--- src/rc6tx_pkg.sv ---
package rc6tx_pkg;

	// Frame geometry.
	localparam int DATA_BITS  = 16;
	localparam int SEG_TOTAL  = 12 + 2 * DATA_BITS;
	localparam int IDX_W      = $clog2(SEG_TOTAL + 1);
	// Search candidates reach up to five places past the end marker.
	localparam int CAND_W     = $clog2(SEG_TOTAL + 6);
	localparam int DBIT_W     = (DATA_BITS > 1) ? $clog2(DATA_BITS) : 1;
	// First half of the toggle bit: leader mark, long space, start bit, three mode bits.
	localparam int TOGGLE_POS = 10;

	// Field widths.
	localparam int CODE_W     = 16;
	localparam int HALF_W     = 6;
	localparam int MARK_W     = 12;
	localparam int LEADER_W   = 13;
	localparam int SPACE_W    = 12;
	localparam int QUOT_W     = 9;
	localparam int LEN_W      = QUOT_W + HALF_W + 1;
	localparam int CFG_IDX_W  = 3;
	localparam int CFG_DATA_W = 13;

	// Division by 27 as a multiplication by a scaled reciprocal.
	localparam int MARK_DIV     = 27;
	localparam int RECIP_27     = 9710;
	localparam int RECIP_SHIFT  = 18;
	localparam int RECIP_PROD_W = RECIP_SHIFT + QUOT_W;

	// Register reset values.
	localparam int HALF_RST        = 13;
	localparam int SHORT_MARK_RST  = 444;
	localparam int SHORT_SPACE_RST = 333;
	localparam int LEADER_MARK_RST = 2666;
	localparam int LONG_SPACE_RST  = 800;
	localparam int TOGGLE_MARK_RST = 889;

	localparam int SHORT_Q_RST  = SHORT_MARK_RST / MARK_DIV;
	localparam int LEADER_Q_RST = LEADER_MARK_RST / MARK_DIV;
	localparam int TOGGLE_Q_RST = TOGGLE_MARK_RST / MARK_DIV;

	localparam int SHORT_LEN_RST  = SHORT_Q_RST * 2 * HALF_RST;
	localparam int LEADER_LEN_RST = LEADER_Q_RST * 2 * HALF_RST;
	localparam int TOGGLE_LEN_RST = TOGGLE_Q_RST * 2 * HALF_RST;

	localparam int QUEUE_DEPTH = 2;
	localparam int QPTR_W      = (QUEUE_DEPTH > 1) ? $clog2(QUEUE_DEPTH) : 1;
	localparam int QCNT_W      = $clog2(QUEUE_DEPTH + 1);

	// Register indexes on the configuration port.
	typedef enum logic [CFG_IDX_W-1:0] {
		CFG_CARRIER_HALF = 3'd0,
		CFG_SHORT_MARK   = 3'd1,
		CFG_SHORT_SPACE  = 3'd2,
		CFG_LEADER_MARK  = 3'd3,
		CFG_LONG_SPACE   = 3'd4,
		CFG_TOGGLE_MARK  = 3'd5
	} cfg_reg_t;

	typedef enum logic {
		OP_TICK = 1'b0,
		OP_SEND = 1'b1
	} op_t;

	// Which length a segment takes.
	typedef enum logic [2:0] {
		LEN_LEADER      = 3'd0,
		LEN_SHORT_MARK  = 3'd1,
		LEN_TOGGLE_MARK = 3'd2,
		LEN_SHORT_SPACE = 3'd3,
		LEN_LONG_SPACE  = 3'd4
	} len_sel_t;

	typedef struct packed {
		op_t                  op;
		logic [DATA_BITS-1:0] data;
	} item_t;

	// Timing values as the transmitter uses them, mark lengths already quantized.
	typedef struct packed {
		logic [HALF_W-1:0]  half;
		logic [LEN_W-1:0]   leader_len;
		logic [LEN_W-1:0]   short_mark_len;
		logic [LEN_W-1:0]   toggle_mark_len;
		logic [SPACE_W-1:0] short_space;
		logic [SPACE_W-1:0] long_space;
	} cfg_t;

	// Length class of the segment at a position; valid for positions below SEG_TOTAL.
	function automatic len_sel_t seg_sel(input logic [CAND_W-1:0] pos, input logic tgl,
			input logic [DATA_BITS-1:0] data);
		logic [CAND_W-1:0] j;
		logic [CAND_W-1:0] slot;
		logic [DBIT_W-1:0] bi;
		logic              v;
		logic              mark;
		len_sel_t          sel;
		j    = pos - CAND_W'(2);
		slot = j >> 1;
		bi   = DBIT_W'(CAND_W'(DATA_BITS + 4) - slot);
		v    = 1'b0;
		if (pos == CAND_W'(0)) begin
			sel = LEN_LEADER;
		end else if (pos == CAND_W'(1)) begin
			sel = LEN_LONG_SPACE;
		end else begin
			if (slot == CAND_W'(0)) begin
				v = 1'b1;
			end else if (slot <= CAND_W'(3)) begin
				v = 1'b0;
			end else if (slot == CAND_W'(4)) begin
				v = tgl;
			end else begin
				v = data[bi];
			end
			// A one is mark then space, a zero is space then mark.
			mark = j[0] ? ~v : v;
			if (slot == CAND_W'(4)) begin
				sel = mark ? LEN_TOGGLE_MARK : LEN_LONG_SPACE;
			end else begin
				sel = mark ? LEN_SHORT_MARK : LEN_SHORT_SPACE;
			end
		end
		return sel;
	endfunction

endpackage

--- src/rc6tx_if.sv ---
// Input channel: one tick or send command per beat.
interface rc6tx_item_if import rc6tx_pkg::*; ();
	logic              valid;
	logic              ready;
	logic              command;
	logic [CODE_W-1:0] code;

	modport source(output valid, command, code, input ready);
	modport sink(input valid, command, code, output ready);
endinterface

// Output channel: one result per beat.
interface rc6tx_result_if import rc6tx_pkg::*; ();
	logic valid;
	logic ready;
	logic pin_level;
	logic busy_res;
	logic frame_end;
	logic rejected;

	modport source(output valid, pin_level, busy_res, frame_end, rejected, input ready);
	modport sink(input valid, pin_level, busy_res, frame_end, rejected, output ready);
endinterface

--- src/rc6tx_cfg.sv ---
module rc6tx_cfg import rc6tx_pkg::*; (
	input  logic                  clk,
	input  logic                  arst_n,
	input  logic                  cfg_we,
	input  logic [CFG_IDX_W-1:0]  cfg_index,
	input  logic [CFG_DATA_W-1:0] cfg_wdata,
	output cfg_t                  cfg
);

	logic [HALF_W-1:0]       half_q;
	logic [SPACE_W-1:0]      short_space_q;
	logic [SPACE_W-1:0]      long_space_q;
	logic [QUOT_W-1:0]       short_q_q;
	logic [QUOT_W-1:0]       leader_q_q;
	logic [QUOT_W-1:0]       toggle_q_q;
	logic [LEN_W-1:0]        short_len_q;
	logic [LEN_W-1:0]        leader_len_q;
	logic [LEN_W-1:0]        toggle_len_q;
	logic [LEADER_W-1:0]     nominal;
	logic [RECIP_PROD_W-1:0] recip_prod;
	logic [QUOT_W-1:0]       quot;
	logic [LEN_W-1:0]        period;

	// The leader register is one bit wider than the other mark registers.
	assign nominal = (cfg_index == CFG_LEADER_MARK) ? cfg_wdata[LEADER_W-1:0]
		: {1'b0, cfg_wdata[MARK_W-1:0]};

	// Carrier periods per mark, floor(nominal / 27), taken once at the write.
	assign recip_prod = RECIP_PROD_W'(nominal) * RECIP_PROD_W'(RECIP_27);
	assign quot       = recip_prod[RECIP_SHIFT +: QUOT_W];

	always_ff @(posedge clk or negedge arst_n) begin
		if (!arst_n) begin
			half_q        <= HALF_W'(HALF_RST);
			short_space_q <= SPACE_W'(SHORT_SPACE_RST);
			long_space_q  <= SPACE_W'(LONG_SPACE_RST);
			short_q_q     <= QUOT_W'(SHORT_Q_RST);
			leader_q_q    <= QUOT_W'(LEADER_Q_RST);
			toggle_q_q    <= QUOT_W'(TOGGLE_Q_RST);
		end else if (cfg_we) begin
			case (cfg_index)
				CFG_CARRIER_HALF: half_q        <= cfg_wdata[HALF_W-1:0];
				CFG_SHORT_MARK:   short_q_q     <= quot;
				CFG_SHORT_SPACE:  short_space_q <= cfg_wdata[SPACE_W-1:0];
				CFG_LEADER_MARK:  leader_q_q    <= quot;
				CFG_LONG_SPACE:   long_space_q  <= cfg_wdata[SPACE_W-1:0];
				CFG_TOGGLE_MARK:  toggle_q_q    <= quot;
				default: ;
			endcase
		end
	end

	// Mark lengths in ticks, registered from their source registers in the cycle after.
	assign period = LEN_W'({half_q, 1'b0});

	always_ff @(posedge clk or negedge arst_n) begin
		if (!arst_n) begin
			short_len_q  <= LEN_W'(SHORT_LEN_RST);
			leader_len_q <= LEN_W'(LEADER_LEN_RST);
			toggle_len_q <= LEN_W'(TOGGLE_LEN_RST);
		end else begin
			short_len_q  <= LEN_W'(short_q_q) * period;
			leader_len_q <= LEN_W'(leader_q_q) * period;
			toggle_len_q <= LEN_W'(toggle_q_q) * period;
		end
	end

	assign cfg.half            = half_q;
	assign cfg.leader_len      = leader_len_q;
	assign cfg.short_mark_len  = short_len_q;
	assign cfg.toggle_mark_len = toggle_len_q;
	assign cfg.short_space     = short_space_q;
	assign cfg.long_space      = long_space_q;

endmodule

--- src/rc6tx_front.sv ---
module rc6tx_front import rc6tx_pkg::*; (
	input  logic         clk,
	input  logic         arst_n,
	rc6tx_item_if.sink   items,
	input  logic         queue_full,
	output logic         push,
	output item_t        push_item
);

	logic  valid_s1;
	item_t item_s1;
	logic  accept;

	// A held beat leaves as soon as the queue has room.
	assign push        = valid_s1 && !queue_full;
	assign items.ready = !valid_s1 || !queue_full;
	assign accept      = items.valid && items.ready;

	always_ff @(posedge clk or negedge arst_n) begin
		if (!arst_n) begin
			valid_s1 <= 1'b0;
		end else if (accept) begin
			valid_s1 <= 1'b1;
		end else if (push) begin
			valid_s1 <= 1'b0;
		end
	end

	// Classify the beat; code bits above the data width are dropped here.
	always_ff @(posedge clk) begin
		if (accept) begin
			item_s1.op   <= items.command ? OP_SEND : OP_TICK;
			item_s1.data <= DATA_BITS'(items.code);
		end
	end

	assign push_item = item_s1;

endmodule

--- src/rc6tx_queue.sv ---
module rc6tx_queue import rc6tx_pkg::*; (
	input  logic  clk,
	input  logic  arst_n,
	input  logic  push,
	input  item_t push_item,
	output logic  full,
	input  logic  pop,
	output logic  head_valid,
	output item_t head
);

	item_t             entries_q [QUEUE_DEPTH];
	logic [QPTR_W-1:0] wr_ptr_q;
	logic [QPTR_W-1:0] rd_ptr_q;
	logic [QCNT_W-1:0] count_q;
	logic              do_push;
	logic              do_pop;

	assign full       = (count_q == QCNT_W'(QUEUE_DEPTH));
	assign head_valid = (count_q != '0);
	assign head       = entries_q[rd_ptr_q];
	assign do_push    = push && !full;
	assign do_pop     = pop && head_valid;

	// Pointers and fill count.
	always_ff @(posedge clk or negedge arst_n) begin
		if (!arst_n) begin
			wr_ptr_q <= '0;
			rd_ptr_q <= '0;
			count_q  <= '0;
		end else begin
			if (do_push) begin
				wr_ptr_q <= (wr_ptr_q == QPTR_W'(QUEUE_DEPTH - 1)) ? '0 : wr_ptr_q + QPTR_W'(1);
			end
			if (do_pop) begin
				rd_ptr_q <= (rd_ptr_q == QPTR_W'(QUEUE_DEPTH - 1)) ? '0 : rd_ptr_q + QPTR_W'(1);
			end
			case ({do_push, do_pop})
				2'b10:   count_q <= count_q + QCNT_W'(1);
				2'b01:   count_q <= count_q - QCNT_W'(1);
				default: count_q <= count_q;
			endcase
		end
	end

	always_ff @(posedge clk) begin
		if (do_push) begin
			entries_q[wr_ptr_q] <= push_item;
		end
	end

endmodule

--- src/rc6tx_back.sv ---
module rc6tx_back import rc6tx_pkg::*; (
	input  logic          clk,
	input  logic          arst_n,
	input  cfg_t          cfg,
	input  logic          head_valid,
	input  item_t         head,
	output logic          pop,
	rc6tx_result_if.source results
);

	localparam int SEARCH_WIN = 5;

	// Frame state.
	logic [IDX_W-1:0]     idx_q;
	logic [LEN_W-1:0]     ticks_q;
	logic [6:0]           phase_q;
	logic [DATA_BITS-1:0] data_q;
	logic                 toggle_q;
	logic                 sending_q;
	logic                 is_mark_q;

	// Result register.
	logic out_valid_q;
	logic pin_q;
	logic busy_q;
	logic fend_q;
	logic rej_q;

	logic                 is_send;
	logic [DATA_BITS-1:0] dsrc;
	logic [CAND_W-1:0]    start;
	logic [CAND_W-1:0]    cand;
	len_sel_t             cand_sel;
	logic                 found;
	logic [CAND_W-1:0]    nxt_pos;
	len_sel_t             nxt_sel;
	logic [LEN_W-1:0]     nxt_len;
	logic                 nxt_mark;
	logic [LEN_W-1:0]     ticks_dec;
	logic [7:0]           phase_inc;
	logic [6:0]           phase_nxt;
	logic                 carrier_hi;
	logic                 pin_c;
	logic                 busy_c;
	logic                 fend_c;
	logic                 rej_c;

	function automatic logic [LEN_W-1:0] seg_len(input len_sel_t s, input cfg_t c);
		logic [LEN_W-1:0] len;
		case (s)
			LEN_LEADER:      len = c.leader_len;
			LEN_SHORT_MARK:  len = c.short_mark_len;
			LEN_TOGGLE_MARK: len = c.toggle_mark_len;
			LEN_SHORT_SPACE: len = LEN_W'(c.short_space);
			LEN_LONG_SPACE:  len = LEN_W'(c.long_space);
			default:         len = '0;
		endcase
		return len;
	endfunction

	assign is_send = (head.op == OP_SEND);
	assign pop     = head_valid && (!out_valid_q || results.ready);
	assign dsrc    = is_send ? head.data : data_q;
	assign start   = is_send ? '0 : CAND_W'(idx_q) + CAND_W'(1);

	// Next non-empty segment at or after start. While either half-bit length is
	// non-empty, one turns up within a short window; otherwise only the toggle
	// halves can remain.
	always_comb begin
		found    = 1'b0;
		nxt_pos  = '0;
		nxt_sel  = LEN_LEADER;
		cand     = '0;
		cand_sel = LEN_LEADER;
		for (int f = 1; f >= 0; f--) begin
			cand     = CAND_W'(TOGGLE_POS + f);
			cand_sel = seg_sel(cand, toggle_q, dsrc);
			if (cand >= start && seg_len(cand_sel, cfg) != '0) begin
				found   = 1'b1;
				nxt_pos = cand;
				nxt_sel = cand_sel;
			end
		end
		for (int w = SEARCH_WIN - 1; w >= 0; w--) begin
			cand     = start + CAND_W'(w);
			cand_sel = seg_sel(cand, toggle_q, dsrc);
			if (cand < CAND_W'(SEG_TOTAL) && seg_len(cand_sel, cfg) != '0) begin
				found   = 1'b1;
				nxt_pos = cand;
				nxt_sel = cand_sel;
			end
		end
	end

	assign nxt_len  = seg_len(nxt_sel, cfg);
	assign nxt_mark = (nxt_sel == LEN_LEADER) || (nxt_sel == LEN_SHORT_MARK)
		|| (nxt_sel == LEN_TOGGLE_MARK);

	// Carrier and tick countdown; the phase wraps at the current period.
	assign ticks_dec  = ticks_q - LEN_W'(1);
	assign carrier_hi = is_mark_q && (phase_q < {1'b0, cfg.half});
	assign phase_inc  = {1'b0, phase_q} + 8'd1;
	assign phase_nxt  = (phase_inc >= {1'b0, cfg.half, 1'b0}) ? '0 : phase_inc[6:0];

	// Result fields of the beat at the head.
	assign rej_c  = is_send && sending_q;
	assign busy_c = is_send || sending_q;
	assign pin_c  = !is_send && sending_q && (ticks_q != '0) && carrier_hi;
	assign fend_c = !is_send && sending_q
		&& ((ticks_q == '0) || ((ticks_dec == '0) && !found));

	always_ff @(posedge clk or negedge arst_n) begin
		if (!arst_n) begin
			idx_q     <= '0;
			ticks_q   <= '0;
			phase_q   <= '0;
			data_q    <= '0;
			toggle_q  <= 1'b0;
			sending_q <= 1'b0;
			is_mark_q <= 1'b0;
		end else if (pop) begin
			if (is_send && !sending_q) begin
				// Start a frame at its first non-empty segment.
				data_q    <= head.data;
				sending_q <= 1'b1;
				idx_q     <= found ? IDX_W'(nxt_pos) : IDX_W'(SEG_TOTAL);
				ticks_q   <= found ? nxt_len : '0;
				phase_q   <= '0;
				is_mark_q <= found && nxt_mark;
			end else if (!is_send && sending_q) begin
				if (fend_c) begin
					sending_q <= 1'b0;
					toggle_q  <= ~toggle_q;
					idx_q     <= '0;
					ticks_q   <= '0;
					phase_q   <= '0;
					is_mark_q <= 1'b0;
				end else if (ticks_dec == '0) begin
					idx_q     <= IDX_W'(nxt_pos);
					ticks_q   <= nxt_len;
					phase_q   <= '0;
					is_mark_q <= nxt_mark;
				end else begin
					ticks_q <= ticks_dec;
					phase_q <= phase_nxt;
				end
			end
		end
	end

	// Output register: a new result goes in while it is empty or as the old one leaves.
	always_ff @(posedge clk or negedge arst_n) begin
		if (!arst_n) begin
			out_valid_q <= 1'b0;
		end else if (pop) begin
			out_valid_q <= 1'b1;
		end else if (results.ready) begin
			out_valid_q <= 1'b0;
		end
	end

	always_ff @(posedge clk) begin
		if (pop) begin
			pin_q  <= pin_c;
			busy_q <= busy_c;
			fend_q <= fend_c;
			rej_q  <= rej_c;
		end
	end

	assign results.valid     = out_valid_q;
	assign results.pin_level = pin_q;
	assign results.busy_res  = busy_q;
	assign results.frame_end = fend_q;
	assign results.rejected  = rej_q;

	// A running frame has an empty countdown only on its end marker.
	a_empty_only_at_end: assert property (@(posedge clk) disable iff (!arst_n)
		sending_q && (ticks_q == '0) |-> (idx_q == IDX_W'(SEG_TOTAL)))
		else $error("segment countdown empty before the end of the frame");

	// Between frames the segment state is clear.
	a_idle_clean: assert property (@(posedge clk) disable iff (!arst_n)
		!sending_q |-> (ticks_q == '0) && (phase_q == '0) && !is_mark_q)
		else $error("segment state left over after a frame");

	// The carrier shows only inside a frame.
	a_pin_in_frame: assert property (@(posedge clk) disable iff (!arst_n)
		results.valid && results.pin_level |-> results.busy_res)
		else $error("pin high outside a frame");

	// A rejected send is not a tick.
	a_reject_form: assert property (@(posedge clk) disable iff (!arst_n)
		results.valid && results.rejected
		|-> results.busy_res && !results.frame_end && !results.pin_level)
		else $error("rejected send carries tick fields");

endmodule

--- src/rc6_ir_frame_transmitter_unit.sv ---
// Channel    Dir  Beat                               Accepted when
// items      in   command, code[15:0]                items.valid && items.ready
// results    out  pin_level, busy_res, frame_end,    results.valid && results.ready
//                 rejected
// cfg_*      in   cfg_index[2:0], cfg_wdata[12:0]    cfg_we
//
// One item per clock sustained while results.ready holds; each item passes the input
// register, the queue and the segment sequencer with its output register.
// The segment sequencer updates the frame state once per item.
// Reset is asynchronous on arst_n and restores the register defaults.
// A stalled result fills the output register, then the two-entry queue and the
// input register before items.ready drops.
module rc6_ir_frame_transmitter_unit import rc6tx_pkg::*; (
	input  logic                  clk,
	input  logic                  arst_n,
	input  logic                  cfg_we,
	input  logic [CFG_IDX_W-1:0]  cfg_index,
	input  logic [CFG_DATA_W-1:0] cfg_wdata,
	rc6tx_item_if.sink            items,
	rc6tx_result_if.source        results
);

	cfg_t  cfg;
	logic  queue_full;
	logic  push;
	item_t push_item;
	logic  pop;
	logic  head_valid;
	item_t head;

	// Timing registers and quantized mark lengths.
	rc6tx_cfg u_cfg (
		.clk       (clk),
		.arst_n    (arst_n),
		.cfg_we    (cfg_we),
		.cfg_index (cfg_index),
		.cfg_wdata (cfg_wdata),
		.cfg       (cfg)
	);

	// Takes and classifies input beats.
	rc6tx_front u_front (
		.clk        (clk),
		.arst_n     (arst_n),
		.items      (items),
		.queue_full (queue_full),
		.push       (push),
		.push_item  (push_item)
	);

	rc6tx_queue u_queue (
		.clk        (clk),
		.arst_n     (arst_n),
		.push       (push),
		.push_item  (push_item),
		.full       (queue_full),
		.pop        (pop),
		.head_valid (head_valid),
		.head       (head)
	);

	// Walks the frame segments and drives the pin.
	rc6tx_back u_back (
		.clk        (clk),
		.arst_n     (arst_n),
		.cfg        (cfg),
		.head_valid (head_valid),
		.head       (head),
		.pop        (pop),
		.results    (results)
	);

endmodule
--- src/flat_wrapper.sv ---
// flat-port wrapper written by rule: the top's interface ports become plain ports
module rc6_ir_frame_transmitter_unit_flat import rc6tx_pkg::*;
  (clk, arst_n, cfg_we, cfg_index, cfg_wdata, items_valid, items_command, items_code, items_ready, results_valid, results_pin_level, results_busy_res, results_frame_end, results_rejected, results_ready);
  rc6tx_item_if items_i ();
  rc6tx_result_if results_i ();
  input  logic clk;
  input  logic arst_n;
  input  logic cfg_we;
  input  logic [CFG_IDX_W-1:0] cfg_index;
  input  logic [CFG_DATA_W-1:0] cfg_wdata;
  input wire logic [$bits(items_i.valid)-1:0] items_valid;
  input wire logic [$bits(items_i.command)-1:0] items_command;
  input wire logic [$bits(items_i.code)-1:0] items_code;
  output wire logic [$bits(items_i.ready)-1:0] items_ready;
  output wire logic [$bits(results_i.valid)-1:0] results_valid;
  output wire logic [$bits(results_i.pin_level)-1:0] results_pin_level;
  output wire logic [$bits(results_i.busy_res)-1:0] results_busy_res;
  output wire logic [$bits(results_i.frame_end)-1:0] results_frame_end;
  output wire logic [$bits(results_i.rejected)-1:0] results_rejected;
  input wire logic [$bits(results_i.ready)-1:0] results_ready;
  assign items_i.valid = items_valid;
  assign items_i.command = items_command;
  assign items_i.code = items_code;
  assign items_ready = items_i.ready;
  assign results_valid = results_i.valid;
  assign results_pin_level = results_i.pin_level;
  assign results_busy_res = results_i.busy_res;
  assign results_frame_end = results_i.frame_end;
  assign results_rejected = results_i.rejected;
  assign results_i.ready = results_ready;
  rc6_ir_frame_transmitter_unit u_core (.clk(clk), .arst_n(arst_n), .cfg_we(cfg_we), .cfg_index(cfg_index), .cfg_wdata(cfg_wdata), .items(items_i), .results(results_i));
endmodule
--- config.mk ---
export PLATFORM = sky130hd
export DESIGN_NAME = rc6_ir_frame_transmitter_unit_flat
export DESIGN_NICKNAME = d
export VERILOG_FILES = /design/src/rc6tx_pkg.sv /design/src/rc6tx_if.sv /design/src/rc6tx_cfg.sv /design/src/rc6tx_front.sv /design/src/rc6tx_queue.sv /design/src/rc6tx_back.sv /design/src/rc6_ir_frame_transmitter_unit.sv /design/src/flat_wrapper.sv
export SDC_FILE = /design/constraint.sdc
export NUM_CORES = 1
export LEC_CHECK = 0
export BUFFER_PORTS_ARGS = -buffer_cell sky130_fd_sc_hd__buf_4
export CAP_MARGIN = 10
export CORE_MARGIN = 3
export CORE_UTILIZATION = 60
export DETAILED_ROUTE_END_ITERATION = 16
export GPL_ROUTABILITY_DRIVEN = 0
export PLACE_DENSITY = 0.81
export SYNTH_ARGS = -nofsm -noshare
export SYNTH_HDL_FRONTEND = slang
export SYNTH_SLANG_ARGS = --single-unit
--- constraint.sdc ---
create_clock -name clk -period 11.2 [get_ports clk]
set_clock_uncertainty 0.15 [all_clocks]
set_input_delay 0.56 -clock clk [delete_from_list [all_inputs] [get_ports clk]]
set_output_delay 0.56 -clock clk [all_outputs]
set_load 0.005 [all_outputs]
==> results of run 1 <==
cell usage in the layout (no fill, tap or decap), drive strengths merged, types with 29 or more instances in the layout:
cell type    n
buf         57
nor2       117
mux2i       44
o21ai      140
xnor2       63
dfrtp      127
ha         219
inv        290
dfstp       29
and2        79
nand2      259
edfxtp      55
nor3        32
fa         157
nor4        34
clkbuf      32
a21oi       85
worst max-delay path by stage:
| stage | slack [ns] | start | depth (start not counted) | endpoint |
|---|---|---|---|---|
| global placement | 2.00 | u_core.u_queue.rd_ptr_q | 25 | u_core.u_back.ticks_q[15] |
| detailed placement | 1.55 | u_core.u_queue.rd_ptr_q | 26 | u_core.u_back.ticks_q[15] |
| global route | 0.62 | u_core.u_queue.rd_ptr_q | 26 | u_core.u_back.ticks_q[15] |
| finish | 1.10 | u_core.u_queue.rd_ptr_q | 25 | u_core.u_back.ticks_q[15] |
| floorplan | 3.20 | u_core.u_queue.rd_ptr_q | 32 | u_core.u_back.ticks_q[15] |
| CTS | 1.47 | u_core.u_queue.rd_ptr_q | 25 | u_core.u_back.ticks_q[15] |
cell usage after synthesis, types with 32 or more instances:
cell and count:
nor4_1 32, edfxtp_1 55, o21ai_0 130, clkbuf_1 54, fa_1 157, nor2_1 115, and2_1 79, dfrtp_1 127
nand2_1 257, xnor2_1 59, ha_1 219, mux2i_1 43, inv_1 283, a21oi_1 85
cell type report:
class	count	share of cell area, %
clock inverter	11	0.585
clock buffer	32	2.93
tap	455	2.49
sequential	211	24.4
inverter	291	4.80
timing repair buffer	58	1.93
antenna	1	0.0109
multi-input combinational	1677	62.8
metrics by stage:
stage	std cells	hold slack, ns
after floorplan	2259	0.114
after global placement	2691	0.275
after detailed placement	2691	0.286
after CTS	2735	0.0426
after global routing	2735	0.0453
final	2736	0.0594
power by group through the flow:
stage | Clock [uW] | Combinational, uW | Sequential (uW)
CTS | 805 | 4680 | 1420
global placement | 0 | 4450 | 1410
detailed placement | 0 | 4630 | 1430
global route | 836 | 5270 | 1450
floorplan | 0 | 3730 | 1260
finish | 796 | 4750 | 1430
what timing repair did:
item | CTS | global route
hold endpoints to repair | 45 | 0
hold buffers | 1 | 0
gates resized for setup | 0 | 0
state kept, by name, summed over array words and instances, names as in the netlist, 2 cells and up:
name,flops
u_core.u_cfg.half_q,6
u_core.u_cfg.toggle_len_q,15
u_core.u_cfg.toggle_q_q,9
u_core.u_back.phase_q,7
u_core.u_cfg.short_q_q,9
u_core.u_queue.entries_q,34
u_core.u_back.idx_q,6
u_core.u_queue.count_q,2
u_core.u_cfg.short_len_q,15
u_core.u_cfg.short_space_q,12
u_core.u_cfg.long_space_q,12
u_core.u_back.ticks_q,16
u_core.u_cfg.leader_len_q,15
u_core.u_back.data_q,16
u_core.u_cfg.leader_q_q,9
u_core.u_front.push_item,17
logic make-up (layout without fill, tap and decap cells):
logic type / Yosys count / count (layout) / synth area share [%]
muxes: 85 / 85 / 4.95
adders and majority gates: 376 / 376 / 27.4
buffers and inverters: 371 / 392 / 6.89
xor gates and xnor gates: 89 / 89 / 4.23
DFF: 211 / 211 / 26.1
and+or+nand+nor: 657 / 657 / 15.2
AOI/OAI and AO/OA: 470 / 470 / 15.2
other: 0 / 1 / 0
metal layers:
layer  part of all wire (%)  wire [um]
met5                  0.024         13
met4                    5.4       2940
met3                    7.7       4160
met2                     48      26000
met1                     39      21100
worst max-delay path, stage by stage (launching register included):
cell and delay [ns]:
dfrtp_1 0.40, mux2i_4 0.23, buf_4 0.36, inv_2 0.39, nor2_1 0.64, inv_1 0.36, ha_1 0.79, clkinv_1 0.47
ha_1 0.46, a22o_1 0.22, a221oi_1 0.35, xor2_1 0.32, mux4_2 0.60, o311a_1 0.15, a21oi_1 0.12, o22ai_1 0.11
xnor2_1 0.15, ha_1 0.37, o21ai_0 0.26, mux2i_1 0.17, a32oi_1 0.22, o21ai_1 0.37, o31ai_4 1.15, a21o_1 0.64
mux2i_1 0.16, a221o_1 0.35
==> impl_metrics.ini, run 1 <==
[setup_path]
critPathArrivalTime_ns = 10.35
rr_worst_depth = 25
critical_path_required_ns = 11.45
crit_type = register to register
critPathLaunchType = register
r2r_start = u_core.u_queue.rd_ptr_q
critPathCaptureType = register
crit_fanout = 44
reg2reg_slack_ns = 1.10
r2r-end = u_core.u_back.ticks_q[15]

[synthesis]
async_flop_share_pct = 73.9
syn_nets = 2673
ys_seq_area_share_pct = 26.1
synth.distinct_cells = 107
synth_ff_type = dfrtp_1
syn_avg_cell_area_um2 = 9.49
synth_warnings = 0
synth_top_area_cell = dfrtp_1
synth_top_area_share_pct = 14.8
synthCells = 2259
syn-cell-area_um2 = 21400
yosys-top-cells-area = dfrtp_1, fa_1, ha_1, edfxtp_1, inv_1
synth_edf_count = 55
synth-seq-cells = 211

[cells_and_area]
fin_util_pct = 65.6
seq_area_um2 = 5590
drive_gt1_share_pct = 9.65
final_cell_area_um2 = 22900
area_growth_pct = 6.71
finalNetCount = 2677
fillerInstances = 2683
multiInputGateArea_um2 = 14400

[floorplan]
dieArea_um2 = 38000
ioPinCount = 44
dieWidth_um = 195
core.rowCount = 68
die_y_um = 195
core_area_um2 = 34900
initial_core_util_pct = 61.4

[detailed_routing]
routedWlPerCell_um = 19.8
post-route-drc-count = 0
ant_nets = 0
vias = 17300
totalWireLength_um = 54300
viasPerCell = 6.32
drt-pass1-iter-count = 7
drtIter0Drc = 1667

[pwr]
leakage_uw = 0.0107
vdd_drop_max_v = 0.000275
intPower_uw = 3480
power_frac_seq_pct = 20.5
swShare_pct = 50.1
finalPower_uw = 6970
p_comb_share_pct = 68.1
power.net_switching_uw = 3490
pwr_density_cell_nw_per_um2 = 305
power_frac_clock_pct = 11.4

[global_route]
grtUsageMet3_pct = 3.95
antenna_found_initial = 2
grt_max_degree = 87
grt_pass1_wl_um = 89900
met2_usage_pct = 48.5
grt.overflow.total = 0
use_met1_pct = 36.7
busiest_layer = met2
grt_use_total_pct = 28.6
grt_pass1_vias = 17700

[clock_tree]
cts_tree = done
cts_setup_buffers = 0
cts.htree.levels = 1
numCtsBuffers = 24
insertion_delay_ns = 0.53
cts_max_path_buffers = 3
clk_pin_slew_ns = 0.06
clockRootBuffer = clkbuf_16
clkSinkCount = 211

[timing]
final-max-slew-violation-count = 0
hold_viol = 0
period_needed_ns = 10.10
finalCritPeriodShare_pct = 90.1
grt_setup_unrepaired = no
fin_ws_ns = 1.10
setup_viol = 0
tightestPinTransition_ns = 1.22
fmax_mhz = 99.1
slew_headroom_pct = 18.7
finalSetupTns_ns = 0

[worst_hold_path]
hold_start = items_code[9]
worstHoldEndpoint = u_core.u_front.push_item[9]
hold_path_class = primary input to register
hold_depth = 1

[place]
place_ws_ns = 1.55
port_buffers = 43
placed_area_um2 = 22100
place.detailed.hpwl_um = 41400

[job]
maxCapViolCount = 0

[outcome]
outcome = finished clean
Note: power is estimated with default switching activity, not from simulation.
==> run 2, diff against run 1 <==
RECOVER_POWER = 50   (was default)
==> impl_metrics.ini, run 2 (same netlist as run 1, synthesis figures left out) <==
[pwr]
leakage_uw = 0.0106
power_frac_seq_pct = 20.5
power.net_switching_uw = 3500
power_frac_clock_pct = 11.4
finalPower_uw = 6970
swShare_pct = 50.1
pwr_density_cell_nw_per_um2 = 305
intPower_uw = 3480
vdd_drop_max_v = 0.000275
p_comb_share_pct = 68.0

[detailed_routing]
vias = 17300
drt-pass1-iter-count = 6
routedWlPerCell_um = 19.9
totalWireLength_um = 54300
post-route-drc-count = 0
drtIter0Drc = 1675
dr.max_layer_used = met5
dr_wl_met3_um = 4070
met2_wirelength_um = 26000
wl_met1_um = 21200
viasPerCell = 6.33
ant_nets = 0

[setup_path]
critPathCaptureType = register
startpoint = u_core.u_queue.rd_ptr_q
crit_path_frequent_cell = ha_1
crit_fanout = 44
cpPeakStageDelay_ns = 1.14
cp_slowest_cell = o31ai_4
crit_type = register to register
critPathArrivalTime_ns = 10.32
r2r_start = u_core.u_queue.rd_ptr_q
critical_path_required_ns = 11.46
critPathLaunchType = register

[cells_and_area]
area_growth_pct = 6.56
fin_util_pct = 65.5
antenna_cells = 0
final_cell_mix = inv_1, nand2_1, ha_1
fillerInstances = 2694
final_common_cell = inv_1
largest-register = u_core.u_queue.entries_q
largest_reg_flops = 34
drive_gt1_share_pct = 9.25
finalNetCount = 2677

[timing]
slew_headroom_pct = -215
finalCritPeriodShare_pct = 89.8
fmax_mhz = 99.4
fin_ws_ns = 1.14
period_needed_ns = 10.06
final-max-slew-violation-count = 87
setup_viol = 0
finalSetupTns_ns = 0
tightestPinTransition_ns = 4.73
hold_viol = 0
grt_setup_unrepaired = no

[clock_tree]
clockRootBuffer = clkbuf_16
cts_resized = 0
cts_max_path_buffers = 3
cts_tree = done
cts_setup_buffers = 0
insertion_delay_ns = 0.53
cts.htree.levels = 1
numCtsBuffers = 24
cts-hold-fix-buffers = 1
clkSinkCount = 211
clk_pin_slew_ns = 0.06

[global_route]
grt_use_total_pct = 28.6
grt_max_degree = 87
grt.overflow.total = 0
grt_pass1_wl_um = 89900
antenna_found_initial = 2
grt_pass1_vias = 17700

[floorplan]
core.rowCount = 68
ioPinCount = 44
core_area_um2 = 34900
initial_core_util_pct = 61.4
dieArea_um2 = 38000
die_y_um = 195
dieWidth_um = 195

[place]
port_buffers = 43
place_ws_ns = 1.55
place.detailed.hpwl_um = 41400

[outcome]
outcome = finished, violations left
violations = max-capacitance violations, max-slew violations

[job]
maxCapViolCount = 1

[worst_hold_path]
hold_path_class = primary input to register
hold_start = results_ready
[run 2: critical path: cells and delay by family, from the launching register on]
family	cells	cell delay (ns)
compound gates	11	3.95
fa+ha+maj	3	1.62
buf+inv	4	1.57
mux	4	1.15
simple gates	1	0.63
xor+xnor	2	0.45
flops	1	0.40
[run 2: routing by layer]
layer | up-vias | GRT usage, %
met1 | 8435 | 36.7
met5 | - | 0
met2 | 816 | 48.5
met3 | 225 | 3.95
li1 | 7825 | -
met4 | 4 | 13.2
[run 2: path summary, 6_finish.rpt]
| kind | to | slack [ns] | cells after the start |
|---|---|---|---|
| max in group asynchronous | u_core.u_cfg.leader_q_q[8] | 6.03 | 3 |
| worst min register to register | u_core.u_queue.entries_q[0][1] | 0.30 | 0 |
| worst max register to register | u_core.u_back.ticks_q[15] | 1.14 | 25 |
| worst min-delay path | u_core.u_back.results.valid | 0.07 | 2 |
| min in group asynchronous | u_core.u_back.data_q[13] | 2.13 | 2 |
| worst max-delay path | u_core.u_back.ticks_q[15] | 1.14 | 25 |
[run 2: layout make-up]
class | count | area, um^2 | share of cell area, %
Timing Repair Buffer | 58 | 412 | 1.80
Inverter | 291 | 1100 | 4.80
Sequential cell | 211 | 5590 | 24.5
Tap cell | 455 | 569 | 2.49
Multi-Input combinational cell | 1677 | 14400 | 62.9
Clock buffer | 32 | 671 | 2.94
Clock inverter | 11 | 134 | 0.586
[run 2: power by group through the flow]
stage	logic [uW]	clock network, uW	registers [uW]
global placement	4450	0	1410
finish	4740	797	1430
detailed placement	4630	0	1430
floorplan	3730	0	1260
CTS	4680	805	1420
global route	5260	836	1450
[run 2: metrics by stage]
| stage | std cells | area [um^2] | hold WS, ns |
|---|---|---|---|
| 6_report | 2735 | 22800 | 0.0705 |
| 3_3_place_gp | 2691 | 22100 | 0.275 |
| 2_1_floorplan | 2259 | 21400 | 0.114 |
| 5_1_grt | 2735 | 22800 | 0.0671 |
| 4_1_cts | 2735 | 22900 | 0.0426 |
| 3_5_place_dp | 2691 | 22100 | 0.286 |
